===== src/rtl/msp_pkg.sv =====
// Shared types, codes and byte constants for the MIDI stream parser.
package msp_pkg;

  // Result kinds
  localparam logic [2:0] KIND_TICK  = 3'd0;
  localparam logic [2:0] KIND_START = 3'd1;
  localparam logic [2:0] KIND_STOP  = 3'd2;
  localparam logic [2:0] KIND_NOTE_ON  = 3'd3;
  localparam logic [2:0] KIND_NOTE_OFF = 3'd4;
  localparam logic [2:0] KIND_BEND  = 3'd5;
  localparam logic [2:0] KIND_CC    = 3'd6;

  // Input commands
  localparam logic CMD_FEED  = 1'b0;
  localparam logic CMD_CLEAR = 1'b1;

  // Stream bytes
  localparam logic [7:0] BYTE_TICK     = 8'hF8;
  localparam logic [7:0] BYTE_START    = 8'hFA;
  localparam logic [7:0] BYTE_CONTINUE = 8'hFB;
  localparam logic [7:0] BYTE_STOP     = 8'hFC;
  localparam logic [7:0] BYTE_SYSEX    = 8'hF0;
  localparam logic [7:0] BYTE_EOX      = 8'hF7;

  // Status high nibbles
  localparam logic [3:0] HI_NOTE_OFF = 4'h8;
  localparam logic [3:0] HI_NOTE_ON  = 4'h9;
  localparam logic [3:0] HI_CC       = 4'hB;
  localparam logic [3:0] HI_PROGRAM  = 4'hC;
  localparam logic [3:0] HI_CHAN_PRS = 4'hD;
  localparam logic [3:0] HI_BEND     = 4'hE;

  // Register addresses (word index)
  localparam logic REG_EVENT_ENABLE = 1'b0;

  localparam int ENABLE_W = 7;

  typedef struct packed {
    logic [7:0] running_status;
    logic [6:0] held_first_data;
    logic       have_first_data;
    logic       inside_sysex;
  } parse_state_t;

  typedef struct packed {
    logic        valid;
    logic [2:0]  event_kind;
    logic [3:0]  channel;
    logic [6:0]  first_data;
    logic [6:0]  second_data;
    logic [13:0] bend_value;
  } result_t;

endpackage


===== src/rtl/msp_decode.sv =====
// Combinational byte decode: next parser state and the result for one request.
module msp_decode (
  input  msp_pkg::parse_state_t       state,
  input  logic                        cmd,
  input  logic [7:0]                  stream_byte,
  input  logic [msp_pkg::ENABLE_W-1:0] event_enable,
  output msp_pkg::parse_state_t       state_next,
  output msp_pkg::result_t            result
);
  import msp_pkg::*;

  logic       fire;
  logic [3:0] hi;

  assign hi = state.running_status[7:4];

  always_comb begin
    state_next = state;
    fire       = 1'b0;
    result     = '0;
    if (cmd == CMD_CLEAR) begin
      state_next.running_status  = '0;
      state_next.have_first_data = 1'b0;
      state_next.inside_sysex    = 1'b0;
    end else if (stream_byte >= BYTE_TICK) begin
      // realtime: state untouched
      case (stream_byte)
        BYTE_TICK: begin
          fire = 1'b1;
          result.event_kind = KIND_TICK;
        end
        BYTE_START, BYTE_CONTINUE: begin
          fire = 1'b1;
          result.event_kind = KIND_START;
        end
        BYTE_STOP: begin
          fire = 1'b1;
          result.event_kind = KIND_STOP;
        end
        default: fire = 1'b0;
      endcase
    end else if (stream_byte[7]) begin
      if (stream_byte == BYTE_SYSEX) begin
        state_next.inside_sysex    = 1'b1;
        state_next.running_status  = '0;
        state_next.have_first_data = 1'b0;
      end else if (stream_byte == BYTE_EOX) begin
        state_next.inside_sysex = 1'b0;
      end else if (stream_byte >= BYTE_SYSEX) begin
        // system common cancels running status
        state_next.running_status  = '0;
        state_next.have_first_data = 1'b0;
      end else begin
        state_next.running_status  = stream_byte;
        state_next.have_first_data = 1'b0;
      end
    end else if (state.inside_sysex || state.running_status == '0) begin
      fire = 1'b0;
    end else if (hi == HI_PROGRAM || hi == HI_CHAN_PRS) begin
      fire = 1'b0;
    end else if (!state.have_first_data) begin
      state_next.held_first_data = stream_byte[6:0];
      state_next.have_first_data = 1'b1;
    end else begin
      state_next.have_first_data = 1'b0;
      result.channel = state.running_status[3:0];
      case (hi)
        HI_NOTE_ON: begin
          fire = 1'b1;
          result.first_data = state.held_first_data;
          if (stream_byte[6:0] == 7'd0) begin
            result.event_kind = KIND_NOTE_OFF;
          end else begin
            result.event_kind  = KIND_NOTE_ON;
            result.second_data = stream_byte[6:0];
          end
        end
        HI_NOTE_OFF: begin
          fire = 1'b1;
          result.event_kind = KIND_NOTE_OFF;
          result.first_data = state.held_first_data;
        end
        HI_BEND: begin
          fire = 1'b1;
          result.event_kind = KIND_BEND;
          result.bend_value = {stream_byte[6:0], state.held_first_data};
        end
        HI_CC: begin
          fire = 1'b1;
          result.event_kind  = KIND_CC;
          result.first_data  = state.held_first_data;
          result.second_data = stream_byte[6:0];
        end
        default: fire = 1'b0; // poly pressure
      endcase
    end
    result.valid = fire & event_enable[result.event_kind];
  end

endmodule


===== src/rtl/midi_stream_parser_unit.sv =====
// Top level of the MIDI 1.0 byte stream parser with running status.
//
//  channel  | direction | handshake          | payload
//  ---------+-----------+--------------------+-----------------------------------------
//  input    | in        | in_valid/in_stall  | cmd, stream_byte
//  result   | out       | out_valid/out_stall| event_kind, channel, first_data,
//           |           |                    | second_data, bend_value
//  config   | in/out    | APB psel/penable   | event_enable at byte address 0
//
// One request per cycle sustained while the result side does not stall. A request
// is held in the input register, is decoded against the parser state, and its
// result (if any) lands in the result register, which drives out_valid.
// The decode of one byte is the only logic between input and result registers.
// rst clears the parser state, event_enable and both valid flags; no sweep.
// A stall on a valid result holds the result register; a request in the input register
// then holds too and in_stall rises, so nothing is dropped.
module midi_stream_parser_unit (
  input  logic        clk,
  input  logic        rst,
  // request channel
  input  logic        in_valid,
  output logic        in_stall,
  input  logic        cmd,
  input  logic [7:0]  stream_byte,
  // result channel
  output logic        out_valid,
  input  logic        out_stall,
  output logic [2:0]  event_kind,
  output logic [3:0]  channel,
  output logic [6:0]  first_data,
  output logic [6:0]  second_data,
  output logic [13:0] bend_value,
  // configuration
  input  logic        psel,
  input  logic        penable,
  input  logic        pwrite,
  input  logic [2:0]  paddr,
  input  logic [31:0] pwdata,
  output logic [31:0] prdata,
  output logic        pready
);
  import msp_pkg::*;

  // configuration register
  logic [ENABLE_W-1:0] event_enable;

  // input register
  logic       req_valid;
  logic       req_cmd;
  logic [7:0] req_byte;

  // parser state
  parse_state_t state;
  parse_state_t state_next;

  // result register
  result_t result_next;
  result_t result;

  logic advance;   // input register may hand its request to the decode
  logic wr_en;

  assign pready = 1'b1;
  assign wr_en  = psel && penable && pwrite && pready && (paddr[2] == REG_EVENT_ENABLE);
  assign prdata = (paddr[2] == REG_EVENT_ENABLE) ?
                  {{(32-ENABLE_W){1'b0}}, event_enable} : 32'd0;

  always_ff @(posedge clk) begin
    if (rst) begin
      event_enable <= '0;
    end else if (wr_en) begin
      event_enable <= pwdata[ENABLE_W-1:0];
    end
  end

  // The result register frees when empty or when its result is taken.
  assign advance  = !result.valid || !out_stall;
  assign in_stall = req_valid && !advance;

  always_ff @(posedge clk) begin
    if (rst) begin
      req_valid <= 1'b0;
    end else if (!in_stall) begin
      req_valid <= in_valid;
    end
  end

  always_ff @(posedge clk) begin
    if (!in_stall && in_valid) begin
      req_cmd  <= cmd;
      req_byte <= stream_byte;
    end
  end

  msp_decode u_decode (
    .state        (state),
    .cmd          (req_cmd),
    .stream_byte  (req_byte),
    .event_enable (event_enable),
    .state_next   (state_next),
    .result       (result_next)
  );

  // State moves once per request, whether or not a result comes of it.
  always_ff @(posedge clk) begin
    if (rst) begin
      state <= '0;
    end else if (req_valid && advance) begin
      state <= state_next;
    end
  end

  // Only the valid flag is reset; payload loads with a new result.
  always_ff @(posedge clk) begin
    if (rst) begin
      result.valid <= 1'b0;
    end else if (advance) begin
      result.valid <= req_valid && result_next.valid;
      if (req_valid && result_next.valid) begin
        result.event_kind  <= result_next.event_kind;
        result.channel     <= result_next.channel;
        result.first_data  <= result_next.first_data;
        result.second_data <= result_next.second_data;
        result.bend_value  <= result_next.bend_value;
      end
    end
  end

  assign out_valid   = result.valid;
  assign event_kind  = result.event_kind;
  assign channel     = result.channel;
  assign first_data  = result.first_data;
  assign second_data = result.second_data;
  assign bend_value  = result.bend_value;

endmodule


===== config.mk =====
export PLATFORM = sky130hd
export DESIGN_NAME = midi_stream_parser_unit
export DESIGN_NICKNAME = d
export VERILOG_FILES = /design/src/rtl/msp_pkg.sv /design/src/rtl/msp_decode.sv /design/src/rtl/midi_stream_parser_unit.sv
export SDC_FILE = /design/constraint.sdc
export NUM_CORES = 1
export LEC_CHECK = 0
export ABC_AREA = 1
export BUFFER_PORTS_ARGS = -buffer_cell sky130_fd_sc_hd__buf_4
export CORE_AREA = 2 2 95 97
export DETAILED_ROUTE_END_ITERATION = 10
export DIE_AREA = 0 0 97 99
export PLACE_DENSITY = 0.69
export RECOVER_POWER = 100
export SYNTH_ARGS = -nofsm -noshare
export SYNTH_HDL_FRONTEND = slang
export SYNTH_HIERARCHICAL = 1
export SYNTH_SLANG_ARGS = --single-unit

===== constraint.sdc =====
create_clock -name clk -period 10.2 [get_ports clk]
set_input_delay 2.04 -clock clk [delete_from_list [all_inputs] [get_ports clk]]
set_output_delay 2.04 -clock clk [all_outputs]
set_load 0.02 [all_outputs]

* Yosys cells after proc, flatten, opt, wreduce, memory -nomap -nowiden
Cells that the tools add are included.
Widths: inputs -> output; s select.
** Word-level totals
- Output and inout port bits :: 70
- Word-level logic and storage cells :: 117
- Bits of input ports :: 51
- Flip-flop bits (word level) :: 70
** Operators by class
- Order comparisons :: 3
- Eq/ne operators :: 17
- Multiplexer cells :: 42
- Bitwise operators :: 11
- Reduce and logical (&&, ||, !) cells :: 30
** Operators with widths (number)
- $mux 35 :: 5
- $mux 8 :: 7
- $eq 8x8->1 const B :: 6
- $mux 7 :: 5
- $mux 32 :: 1
- $eq 4x4->1 const B :: 6
- $mux 17 :: 1
- $ge 8x8->1 const B :: 2
- $mux 1 :: 14
- $mux 14 :: 1
- $pmux 7 s2 :: 1
- $reduce_or 7->1 :: 2
- $pmux 3 s4 :: 1
- $not 1->1 :: 10
- $logic_not 8->1 :: 1
- $reduce_and 4->1 :: 2
- $reduce_or 4->1 :: 2
- $logic_and 1x1->1 :: 7
- $logic_not 7->1 :: 1
- $reduce_and 7->1 :: 1
- $mux 3 :: 2
- $ne 3x3->1 const B :: 2
- $reduce_or 6->1 :: 1
- $reduce_and 5->1 :: 1
- 15 further kinds :: 21

* Depth between registers and ports, before layout
Gate-level depths: netlist of the first run.
- Word-level depth :: 14
- Gate-level depth with buffers :: 17
- Depth with buffers taken out :: 17

* Hierarchy
Netlist of the first run, hierarchy kept.
** Modules (own cells, without submodules)
- midi_stream_parser_unit :: times used 1, sequential area each 1841.8 µm², area an instance 2615.0 µm², cells each 224
- msp_decode :: times used 1, sequential area each 0.0 µm², area an instance 998.5 µm², cells each 201

* Worst setup path after synthesis of the first run
Ideal clock, no wire load.
- Kind :: input to register
- From :: input out_stall
- To :: register bend_value[0] (netlist name)
- Arrival time :: 4.586 ns
- Slack :: 5.143 ns
- Buffers on the path :: 0
- Data required time :: 9.729 ns
- Setup time :: 0.471 ns
- Stages on the path :: 3
- Path through :: nand2_2 > inv_1 > nor3_1
** On the way
- Longest elaborated chain between the ends :: 3
** Ends and longest elaborated chain
- start, declared :: line midi_stream_parser_unit.sv:27 : input logic out_stall,
- $logic_not 1->1 :: line midi_stream_parser_unit.sv:77 : assign advance = !result.valid || !out_stall;
- $logic_or 1x1->1 :: line midi_stream_parser_unit.sv:77
- $reduce_and 3->1 (no line)
Every way passes these cells.
A chain may end at the register's enable or synchronous reset.

* Final worst setup path of the first run
- From :: input paddr[2]
- To :: output prdata[2]
** On the way
- Longest elaborated chain between the ends :: 1
** Ends and longest elaborated chain
- start, declared :: line midi_stream_parser_unit.sv:37 : input logic [2:0] paddr,
- $mux 7 :: line midi_stream_parser_unit.sv:65 : assign prdata = (paddr[2] == REG_EVENT_ENABLE) ?
- end, declared :: line midi_stream_parser_unit.sv:39 : output logic [31:0] prdata,
Every way passes these cells.

==> results of run 1 <==
-- placed cells by master (no fill, tap or decap), drive strengths merged --
| cell type | netlist | routed |
|---|---|---|
| clkbuf | 1 | 65 |
| clkinv | 1 | 4 |
| a21oi | 13 | 13 |
| o21ai | 29 | 29 |
| nor3 | 12 | 12 |
| o31ai | 1 | 1 |
| edfxtp | 44 | 44 |
| nand3b | 1 | 1 |
| buf | 35 | 12 |
| dfxtp | 26 | 26 |
| nand3 | 25 | 25 |
| nor2 | 93 | 93 |
| nand2 | 62 | 62 |
| nand4 | 2 | 2 |
| bufinv | 0 | 4 |
| a211oi | 5 | 5 |
| nor4 | 13 | 13 |
| inv | 57 | 56 |
| clkinvlp | 0 | 1 |
| a221oi | 3 | 3 |
| conb | 2 | 26 |
-- where the power goes --
part	internal (W)	leakage (nW)	switching, W
Clock	0.000188	0.134	0.000110
Combinational	0.0000202	0.850	0.0000488
Sequential	0.000306	0.625	0.00000766
Total	0.000514	1.61	0.000167
-- cells by family after synthesis --
| logic type | Yosys count | share of synthesized area, % |
|---|---|---|
| and+or+nand+nor | 208 | 26.8 |
| other | 2 | 0.208 |
| AOI/OAI and AO/OA | 51 | 8.24 |
| DFF | 70 | 51.0 |
| buffers and inverters | 94 | 13.8 |
-- sequential cells by signal, summed over array words and instances, names as in the netlist --
register and count:
second_data 7, bend_value 14, event_kind 3, req_valid 1, channel 4, req_byte 8
first_data 7, out_valid 1, state 17, req_cmd 1, event_enable 7
-- critical path, cell delays in order --
cell and delay, ns:
sky130_fd_sc_hd__clkbuf_1 0.34, sky130_fd_sc_hd__nor2_1 0.11, sky130_fd_sc_hd__clkbuf_1 0.20
-- worst paths after layout --
| kind | end | cells after the start |
|---|---|---|
| worst max-delay path | prdata[2] | 3 |
| worst min-delay path | state[12] | 2 |
| worst max register to register | second_data[5] | 12 |
| worst min register to register | state[12] | 2 |
-- final cells by class --
class | instances | area share [%]
Timing Repair Buffer | 68 | 8.17
Clock inverter | 7 | 3.54
Inverter | 58 | 5.41
Sequential cell | 70 | 44.5
Multi-Input combinational cell | 285 | 32.1
Tap cell | 108 | 3.27
Clock buffer | 9 | 2.99
-- routing by layer --
metal	global-route usage, %	wire length, um
met5	0	0
met4	9.21	217
met3	3.97	612
met2	26.6	3560
met1	21.8	3480
-- metrics by stage --
step           instances  util (%)  hold WS [ns]  worst slack [ns]  cell area (um2)
2_1_floorplan        449         -         0.469              5.14             3700
3_3_place_gp         589      47.7         0.488              5.56             4080
3_5_place_dp         589      47.7         0.497              5.55             4080
4_1_cts              605      50.9         0.508              5.55             4350
5_1_grt              605      48.4         0.533              5.41             4140
6_report             605      48.4         0.505              5.47             4140
==> results.sh, run 1 <==
export IMPL_run_status="finished with violations"
export IMPL_failed_checks="capacitance limit, slew limit"
export IMPL_critPathLaunchType="input pin"
export IMPL_timing_max_slew_rel_slack_pct=-23.9
export IMPL_floorplan_die_height_um=99
export IMPL_max_slew_worst_pin_slew_ns=1.86
export IMPL_synth_cells_most_frequent="83 x sky130_fd_sc_hd__nor2_1, 53 x sky130_fd_sc_hd__nand2_1, 49 x sky130_fd_sc_hd__inv_1"
export IMPL_timing_critical_path_to_type="output pin"
export IMPL_fp_row_count=34
export IMPL_drv_cap=1
export IMPL_synth_enable_flop_cells=44
export IMPL_worstSetupStartpoint="paddr[2]"
export IMPL_fin_worst_skew_ns=0.0100
export IMPL_floorplan_core_area_mm2=0.00855
export IMPL_final_setup_viol_count=0
export IMPL_wire_per_inst_um=13.0
export IMPL_power_ir_vdd_worst_mv=0.0540
export IMPL_cts_setup_buffers=0
export IMPL_top_reg_cell_synth="sky130_fd_sc_hd__edfxtp_1"
export IMPL_async_flop_share_pct=0
export IMPL_synth_sequential_area_ratio_pct=51.0
export IMPL_cts_sinks=70
export IMPL_synth_area_per_cell_um2=8.50
export IMPL_worst_setup_path_type="in2out"
export IMPL_antenna_violations_before_repair=0
export IMPL_tritoncts="yes"
export IMPL_fillerInstances=864
export IMPL_grt_max_degree=36
export IMPL_nets=543
export IMPL_synth_most_common_cell="sky130_fd_sc_hd__nor2_1"
export IMPL_final_layout_size_suffix_gt1_share_pct=12.9
export IMPL_hold_path_startpoint="state[12]"
export IMPL_syn_area_mm2=0.00361
export IMPL_grt_first_pass_wirelength_mm=12.8
export IMPL_numCtsBuffers=9
export IMPL_root_buffer_cell="sky130_fd_sc_hd__clkbuf_8"
export IMPL_hp_class="reg2reg"
export IMPL_gp_congestion=0.943
export IMPL_worstReg2RegStart="state[15]"
export IMPL_fmax_mhz=212
export IMPL_first_global_vias=2655
export IMPL_finalHoldViolCount=0
export IMPL_worst_endpoint_arrival_ns=2.69
export IMPL_ys_warnings_count=6
export IMPL_htreeDepth=3
export IMPL_hpwl_dp_mm=5.79
export IMPL_synthDominantCellAreaShare_pct=36.6
export IMPL_syn_instance_count=425
export IMPL_synth_top_area_cell="sky130_fd_sc_hd__edfxtp_1"
export IMPL_rsz0062_at_grt="no"
export IMPL_die_area_mm2=0.00960
export IMPL_n_antenna_cell=0
export IMPL_initial_utilization_pct=42.3
export IMPL_firstDrtPassIters=4
export IMPL_timing_critical_path_required_ns=8.16
export IMPL_multiInputGateArea_mm2=0.00133
export IMPL_timing_max_transition_violations_final=36
export IMPL_final_period_demand_of_the_worst_path_ns=4.73
export IMPL_worstSkewPairLatency_ns=0.36
export IMPL_totalPowerFinal_w=0.000681
export IMPL_cts_resized=0
export IMPL_timing_critical_path_fanout_max=9
export IMPL_min_period_over_period_pct=46.4
export IMPL_route_detailed_vias_per_inst=4.84
export IMPL_gr_total_overflow=0
export IMPL_finalSetupTns_ns=0
export IMPL_grt_total_usage_pct=17.0
export IMPL_power_density_mw_per_mm2=165
export IMPL_num_io_pins=121
export IMPL_buffer_ports_inserted=67
export IMPL_routed_wirelength_mm=7.87
export IMPL_post_cts_hold_buffer_count=0
export IMPL_layout_area_overhead_vs_synth_pct=14.5
export IMPL_postRouteAntennaNets=0
export IMPL_regToRegSetupSlack_ns=6.05
export IMPL_yosysUniqueCellTypes=34
export IMPL_layout_area_seq_mm2=0.00184
export IMPL_synth_seq_cells=70
export IMPL_cts_root_to_sink_buffers=2
export IMPL_via_count=2926
export IMPL_detail_route_drc_violations=0
export IMPL_cell_leakage_power_nw=1.61
export IMPL_clk_transition_reported_paths_ns=0.07
export IMPL_dieWidth_um=97
export IMPL_drtIter0Drc=204
export IMPL_ys_top_cells_by_area="sky130_fd_sc_hd__edfxtp_1 37%, sky130_fd_sc_hd__dfxtp_1 14%, sky130_fd_sc_hd__nor2_1 8.6%, sky130_fd_sc_hd__nand2_1 5.5%, sky130_fd_sc_hd__buf_4 5.4%"
Power figures use the tool's default switching activity.
==> run 2, diff against run 1 <==
- ABC_AREA: 1 -> 0
- CORE_AREA: 2 2 95 97 -> 2 2 96 98
- DIE_AREA: 0 0 97 99 -> 0 0 98 100
- PLACE_DENSITY: 0.69 -> 0.71
- clock period: 10.2 -> 4.2 ns (I/O delays scaled with it)
==> run 2 against run 1 <==
Sequential share of layout area up 0.12 points; the flow still finishes with violations (capacitance limit, slew limit); sequential power up 140%; synthesized area up 1.6%; combinational power up 70%; final area down 0.27%; largest power group unchanged; clock skew down 0.0022 ns; highest routed layer unchanged; register-to-register slack worse by 5.2 ns; synthesized cell count down 22%.
==> results.sh, run 2 <==
export IMPL_ys_top_cells_by_area="sky130_fd_sc_hd__edfxtp_1 36%, sky130_fd_sc_hd__dfxtp_1 14%, sky130_fd_sc_hd__nand2b_1 8.5%, sky130_fd_sc_hd__mux2i_1 7.1%, sky130_fd_sc_hd__buf_4 5.3%"
export IMPL_critPathLaunchType="register"
export IMPL_synth_top_family_by_area="simple AND/OR/NAND/NOR gates"
export IMPL_multiInputGateArea_mm2=0.00156
export IMPL_cell_leakage_power_nw=1.48
export IMPL_yosys_area_share_adder_pct=0
export IMPL_worst_setup_path_type="reg2reg"
export IMPL_synth_cells_most_frequent="50 x sky130_fd_sc_hd__nand2b_1, 44 x sky130_fd_sc_hd__edfxtp_1, 30 x sky130_fd_sc_hd__and2_1"
export IMPL_root_buffer_cell="sky130_fd_sc_hd__clkbuf_8"
export IMPL_top_reg_cell_synth="sky130_fd_sc_hd__edfxtp_1"
export IMPL_synth_sequential_area_ratio_pct=50.2
export IMPL_finalSetupTns_ns=0
export IMPL_nets=445
export IMPL_fp_row_count=35
export IMPL_first_global_vias=2315
export IMPL_synth_enable_flop_cells=44
export IMPL_largest_register="state"
export IMPL_route_detailed_vias_per_inst=4.89
export IMPL_min_period_over_period_pct=80.5
export IMPL_gp_congestion=0.842
export IMPL_syn_area_mm2=0.00367
export IMPL_drv_cap=2
export IMPL_timing_critical_path_to_type="register"
export IMPL_layout_area_seq_mm2=0.00184
export IMPL_die_area_mm2=0.00980
export IMPL_run_status="finished with violations"
export IMPL_cts_root_to_sink_buffers=2
export IMPL_muxShareOfSynthArea_pct=9.54
export IMPL_floorplan_core_area_mm2=0.00889
export IMPL_ys_warnings_count=6
export IMPL_finalHoldViolCount=0
export IMPL_final_period_demand_of_the_worst_path_ns=3.38
export IMPL_fillerInstances=843
export IMPL_yosysUniqueCellTypes=53
export IMPL_grt_max_degree=52
export IMPL_synthSimpleGateAreaFrac_pct=24.1
export IMPL_timing_hold_ws_ns=0.499
export IMPL_layout_commonest_cell="sky130_fd_sc_hd__nand2b_1"
export IMPL_tritoncts="yes"
export IMPL_drtIter0Drc=168
export IMPL_synth_seq_cells=70
export IMPL_max_slew_worst_pin_slew_ns=1.79
export IMPL_fmax_mhz=296
export IMPL_fin_worst_skew_ns=0.00780
export IMPL_timing_max_transition_violations_final=59
export IMPL_biggestRegsByFlops="state (17), bend_value (14), req_byte (8)"
export IMPL_timing_critical_path_fanout_max=31
export IMPL_routed_wirelength_mm=7.22
export IMPL_clk_transition_reported_paths_ns=0.07
export IMPL_final_setup_viol_count=0
export IMPL_grt_total_usage_pct=15.0
export IMPL_firstDrtPassIters=4
export IMPL_numCtsBuffers=9
export IMPL_final_layout_size_suffix_gt1_share_pct=15.5
export IMPL_layout_area_overhead_vs_synth_pct=12.4
export IMPL_timing_max_slew_rel_slack_pct=-20.7
export IMPL_async_flop_share_pct=0
export IMPL_synthXorXnorAreaFrac_pct=0.477
export IMPL_synth_top_area_cell="sky130_fd_sc_hd__edfxtp_1"
export IMPL_syn_instance_count=330
export IMPL_n_antenna_cell=0
export IMPL_postRouteAntennaNets=0
export IMPL_largest_register_ff_count=17
export IMPL_hp_class="reg2reg"
export IMPL_via_count=2496
export IMPL_worst_endpoint_arrival_ns=3.43
export IMPL_cts_setup_buffers=0
export IMPL_num_io_pins=121
export IMPL_rsz0062_at_grt="no"
export IMPL_post_cts_hold_buffer_count=0
export IMPL_dieWidth_um=98
export IMPL_gr_total_overflow=0
export IMPL_synthDominantCellAreaShare_pct=36.0
export IMPL_wire_per_inst_um=14.2
export IMPL_detail_route_drc_violations=0
export IMPL_antenna_violations_before_repair=0
export IMPL_initial_utilization_pct=41.3
export IMPL_failed_checks="capacitance limit, slew limit"
export IMPL_synth_area_per_cell_um2=11.1
export IMPL_synth_most_common_cell="sky130_fd_sc_hd__nand2b_1"
export IMPL_buffer_ports_inserted=67
export IMPL_floorplan_die_height_um=100
export IMPL_power_ir_vdd_worst_mv=0.148
export IMPL_power_density_mw_per_mm2=340
export IMPL_hpwl_dp_mm=5.03
export IMPL_final_cell_mix="50 x sky130_fd_sc_hd__nand2b_1, 48 x sky130_fd_sc_hd__clkbuf_1, 44 x sky130_fd_sc_hd__edfxtp_1"
export IMPL_worstSkewPairLatency_ns=0.35
export IMPL_cts_sinks=70
export IMPL_grt_first_pass_wirelength_mm=11.6
export IMPL_timing_critical_path_required_ns=4.25
export IMPL_htreeDepth=3
export IMPL_cts_resized=0
export IMPL_area_fraction_in_compound_gates_after_synthesis_pct=6.31
## run 2: cell type report
| class | count | share of cell area [%] |
|---|---|---|
| multi-input cells | 236 | 37.7 |
| clock buffers | 10 | 3.09 |
| inverters | 5 | 0.485 |
| clock inverters | 6 | 1.55 |
| repair buffers | 72 | 9.13 |
| well taps | 111 | 3.37 |
| flip-flops and latches | 70 | 44.6 |
## run 2: metal layers
| metal | part of all wire [%] | track usage [%] |
|---|---|---|
| met3 | 5.0 | 3.55 |
| met4 | 2.2 | 6.52 |
| met1 | 42 | 18.1 |
| met5 | 0 | 0 |
| met2 | 50 | 25.6 |
## run 2: worst paths after layout
kind                        start              end  slack, ns  cells after the start
setup / recovery      req_byte[2]   second_data[3]       0.82                      8
hold / removal    event_enable[0]  event_enable[0]       0.50                      2
setup reg to reg      req_byte[2]   second_data[3]       0.82                      8
hold reg to reg   event_enable[0]  event_enable[0]       0.50                      2
## run 2: kinds of logic (layout without fill, tap and decap cells)
family / after synthesis / after routing
muxes: 34 / 34
other: 2 / 26
AOI/OAI and AO/OA: 30 / 30
xor gates and xnor gates: 2 / 2
and+or+nand+nor: 144 / 144
DFF: 70 / 70
buffers and inverters: 48 / 93
## run 2: where the power goes
group	switching, W	leakage, nW	internal (W)
Sequential	0.0000257	0.606	0.000737
Combinational	0.0000670	0.782	0.0000498
Clock	0.000252	0.0939	0.000273
Total	0.000344	1.48	0.00106
## run 2: through the flow
stage | cells | util, % | total power (W) | worst slack [ns] | area (um2)
floorplan | 354 | - | 0.000883 | 0.866 | 3760
global placement | 494 | 46.5 | 0.000894 | 1.03 | 4140
detailed placement | 494 | 46.5 | 0.000898 | 0.980 | 4140
CTS | 510 | 48.7 | 0.00142 | 0.965 | 4330
global route | 510 | 46.4 | 0.00146 | 0.566 | 4130
finish | 510 | 46.4 | 0.00140 | 0.818 | 4130
## run 2: critical path, cell delays in order (launching register included)
cell and delay (ns):
sky130_fd_sc_hd__edfxtp_1 0.57, sky130_fd_sc_hd__or4_1 0.62, sky130_fd_sc_hd__nand2b_2 0.22, sky130_fd_sc_hd__a32oi_1 0.32
sky130_fd_sc_hd__a21oi_1 0.08, sky130_fd_sc_hd__a221o_1 0.36, sky130_fd_sc_hd__a21oi_1 0.22, sky130_fd_sc_hd__and3b_1 0.41
sky130_fd_sc_hd__buf_12 0.25
==> run 3, diff against run 2 <==
- PLACE_DENSITY: 0.71 -> 0.68
- clock period: 4.2 -> 3.5 ns (I/O delays scaled with it)
==> run 3 against run 2 <==
The flow still finishes with violations (capacitance limit, slew limit); power up 30%; wire length up 0.24%; final area up 1.4%; largest cell class unchanged; critical path type unchanged; critical endpoint is now channel[1].
==> results.sh, run 3 (synthesis gave the netlist of run 2 again) <==
export IMPL_run_status="finished with violations"
export IMPL_failed_checks="capacitance limit, slew limit"
export IMPL_cell_leakage_power_nw=1.51
export IMPL_min_period_over_period_pct=90.4
export IMPL_firstDrtPassIters=4
export IMPL_root_buffer_cell="sky130_fd_sc_hd__clkbuf_8"
export IMPL_drtIter0Drc=111
export IMPL_dieWidth_um=98
export IMPL_fmax_mhz=316
export IMPL_postRouteAntennaNets=0
export IMPL_wire_per_inst_um=14.2
export IMPL_antenna_violations_before_repair=0
export IMPL_dpl_ws_ns=0.499
export IMPL_tritoncts="yes"
export IMPL_layout_area_overhead_vs_synth_pct=13.9
export IMPL_fin_worst_skew_ns=0.00841
export IMPL_timing_critical_path_required_ns=3.53
export IMPL_post_cts_hold_buffer_count=0
export IMPL_final_cell_mix="50 x sky130_fd_sc_hd__nand2b_1, 48 x sky130_fd_sc_hd__clkbuf_1, 44 x sky130_fd_sc_hd__edfxtp_1"
export IMPL_layout_setup_ws_ns=0.337
export IMPL_biggestRegsByFlops="state (17), bend_value (14), req_byte (8)"
export IMPL_htreeDepth=3
export IMPL_largest_register="state"
export IMPL_hp_class="reg2reg"
export IMPL_first_global_vias=2309
export IMPL_floorplan_die_height_um=100
export IMPL_cts_sinks=70
export IMPL_final_layout_size_suffix_gt1_share_pct=16.5
export IMPL_timing_critical_path_to_type="register"
export IMPL_floorplan_core_area_mm2=0.00889
export IMPL_buffer_ports_inserted=67
export IMPL_largest_register_ff_count=17
export IMPL_crit_path_top_delay_cell="sky130_fd_sc_hd__or4_1"
export IMPL_worst_setup_path_type="reg2reg"
export IMPL_final_period_demand_of_the_worst_path_ns=3.16
export IMPL_power_ir_vdd_worst_mv=0.165
export IMPL_rsz0062_at_grt="no"
export IMPL_nets=446
export IMPL_num_io_pins=121
export IMPL_layout_commonest_cell="sky130_fd_sc_hd__nand2b_1"
export IMPL_worstSkewPairLatency_ns=0.34
export IMPL_min_delay_worst_endpoint="event_enable[5]"
export IMPL_timing_max_slew_rel_slack_pct=-15.7
export IMPL_critPathLaunchType="register"
export IMPL_rr_endpoint="channel[1]"
export IMPL_worst_endpoint_arrival_ns=3.20
export IMPL_hpwl_dp_mm=4.98
export IMPL_timing_critical_path_fanout_max=35
export IMPL_die_area_mm2=0.00980
export IMPL_clk_transition_reported_paths_ns=0.07
export IMPL_detail_route_drc_violations=0
export IMPL_regToRegSetupSlack_ns=0.34
export IMPL_timing_max_transition_violations_final=60
export IMPL_list_of_cells_traversed_by_the_critical_path="or4_1, nand2b_2, a32oi_1, a21oi_1, a221o_1, a21oi_2, and3b_1, buf_12"
export IMPL_power_density_mw_per_mm2=437
export IMPL_post_layout_util_pct=47.1
export IMPL_initial_utilization_pct=41.3
export IMPL_hold_path_startpoint="event_enable[5]"
export IMPL_gr_total_overflow=0
export IMPL_cts_setup_buffers=0
export IMPL_routed_wirelength_mm=7.24
export IMPL_n_antenna_cell=0
export IMPL_grt_first_pass_wirelength_mm=11.6
export IMPL_numCtsBuffers=9
export IMPL_route_detailed_vias_per_inst=4.82
export IMPL_via_count=2462
export IMPL_finalHoldViolCount=0
export IMPL_grt_max_degree=52
export IMPL_max_slew_worst_pin_slew_ns=1.71
export IMPL_finalSetupTns_ns=0
export IMPL_cts_resized=0
export IMPL_hold_depth=2
export IMPL_ff2ff_path_depth=8
export IMPL_worstReg2RegStart="req_byte[6]"
export IMPL_fp_row_count=35
export IMPL_final_setup_viol_count=0
export IMPL_drv_cap=2
export IMPL_gp_congestion=0.844
export IMPL_grt_total_usage_pct=15.1
export IMPL_critical_path_s_largest_stage_delay_ns=0.66
export IMPL_cts_root_to_sink_buffers=2
==> run 3: cell count changes in the layout (fill, tap and decap cells not counted), sizes merged <==
cell | before | now
bufinv | 1 | 3
clkinv | 5 | 3
buf | 16 | 17
==> run 3: critical path, delay by kind of cell, from the launching register on <==
family	cells	cell delay (ns)
simple gates	3	1.11
compound gates	4	1.02
flops	1	0.49
buf+inv	1	0.21
==> run 3: how the worst max path moves through the flow <==
stage,from,cells past startpoint,to
floorplan,req_byte[0],9,bend_value[0]
global placement,req_byte[6],9,second_data[5]
detailed placement,req_byte[6],8,second_data[4]
CTS,req_byte[6],8,bend_value[8]
global route,req_byte[6],8,bend_value[8]
finish,req_byte[6],8,channel[1]
==> run 3: report_power, final <==
part | switching (W) | internal (W)
combinational | 0.0000827 | 0.0000616
clock | 0.000300 | 0.000472
sequential | 0.0000281 | 0.000884
==> run 3: final cells by class <==
cell class	count	area (um2)
timing repair buffer	73	384
inverter	5	20.0
clock buffer	10	128
tap	111	139
fill	853	4710
clock inverter	6	110
sequential	70	1840
multi-input combinational	236	1560
==> run 3: per-stage QoR <==
stage / hold slack (ns) / total power (W) / cell area, um2 / std cells
finish: 0.488 / 0.00183 / 4180 / 511
global route: 0.505 / 0.00190 / 4180 / 511
CTS: 0.497 / 0.00185 / 4380 / 511
detailed placement: 0.486 / 0.00108 / 4140 / 495
global placement: 0.474 / 0.00107 / 4140 / 495
floorplan: 0.448 / 0.00106 / 3760 / 354
==> run 3: metal layers <==
layer  GRT usage, %  part of all wire (%)  vias to the layer above
li1               -                     -                     1222
met2           25.7                    49                       77
met5              0                     0                        -
met4           6.09                   1.8                        0
met3           3.90                   5.3                       11
met1           18.4                    43                     1152
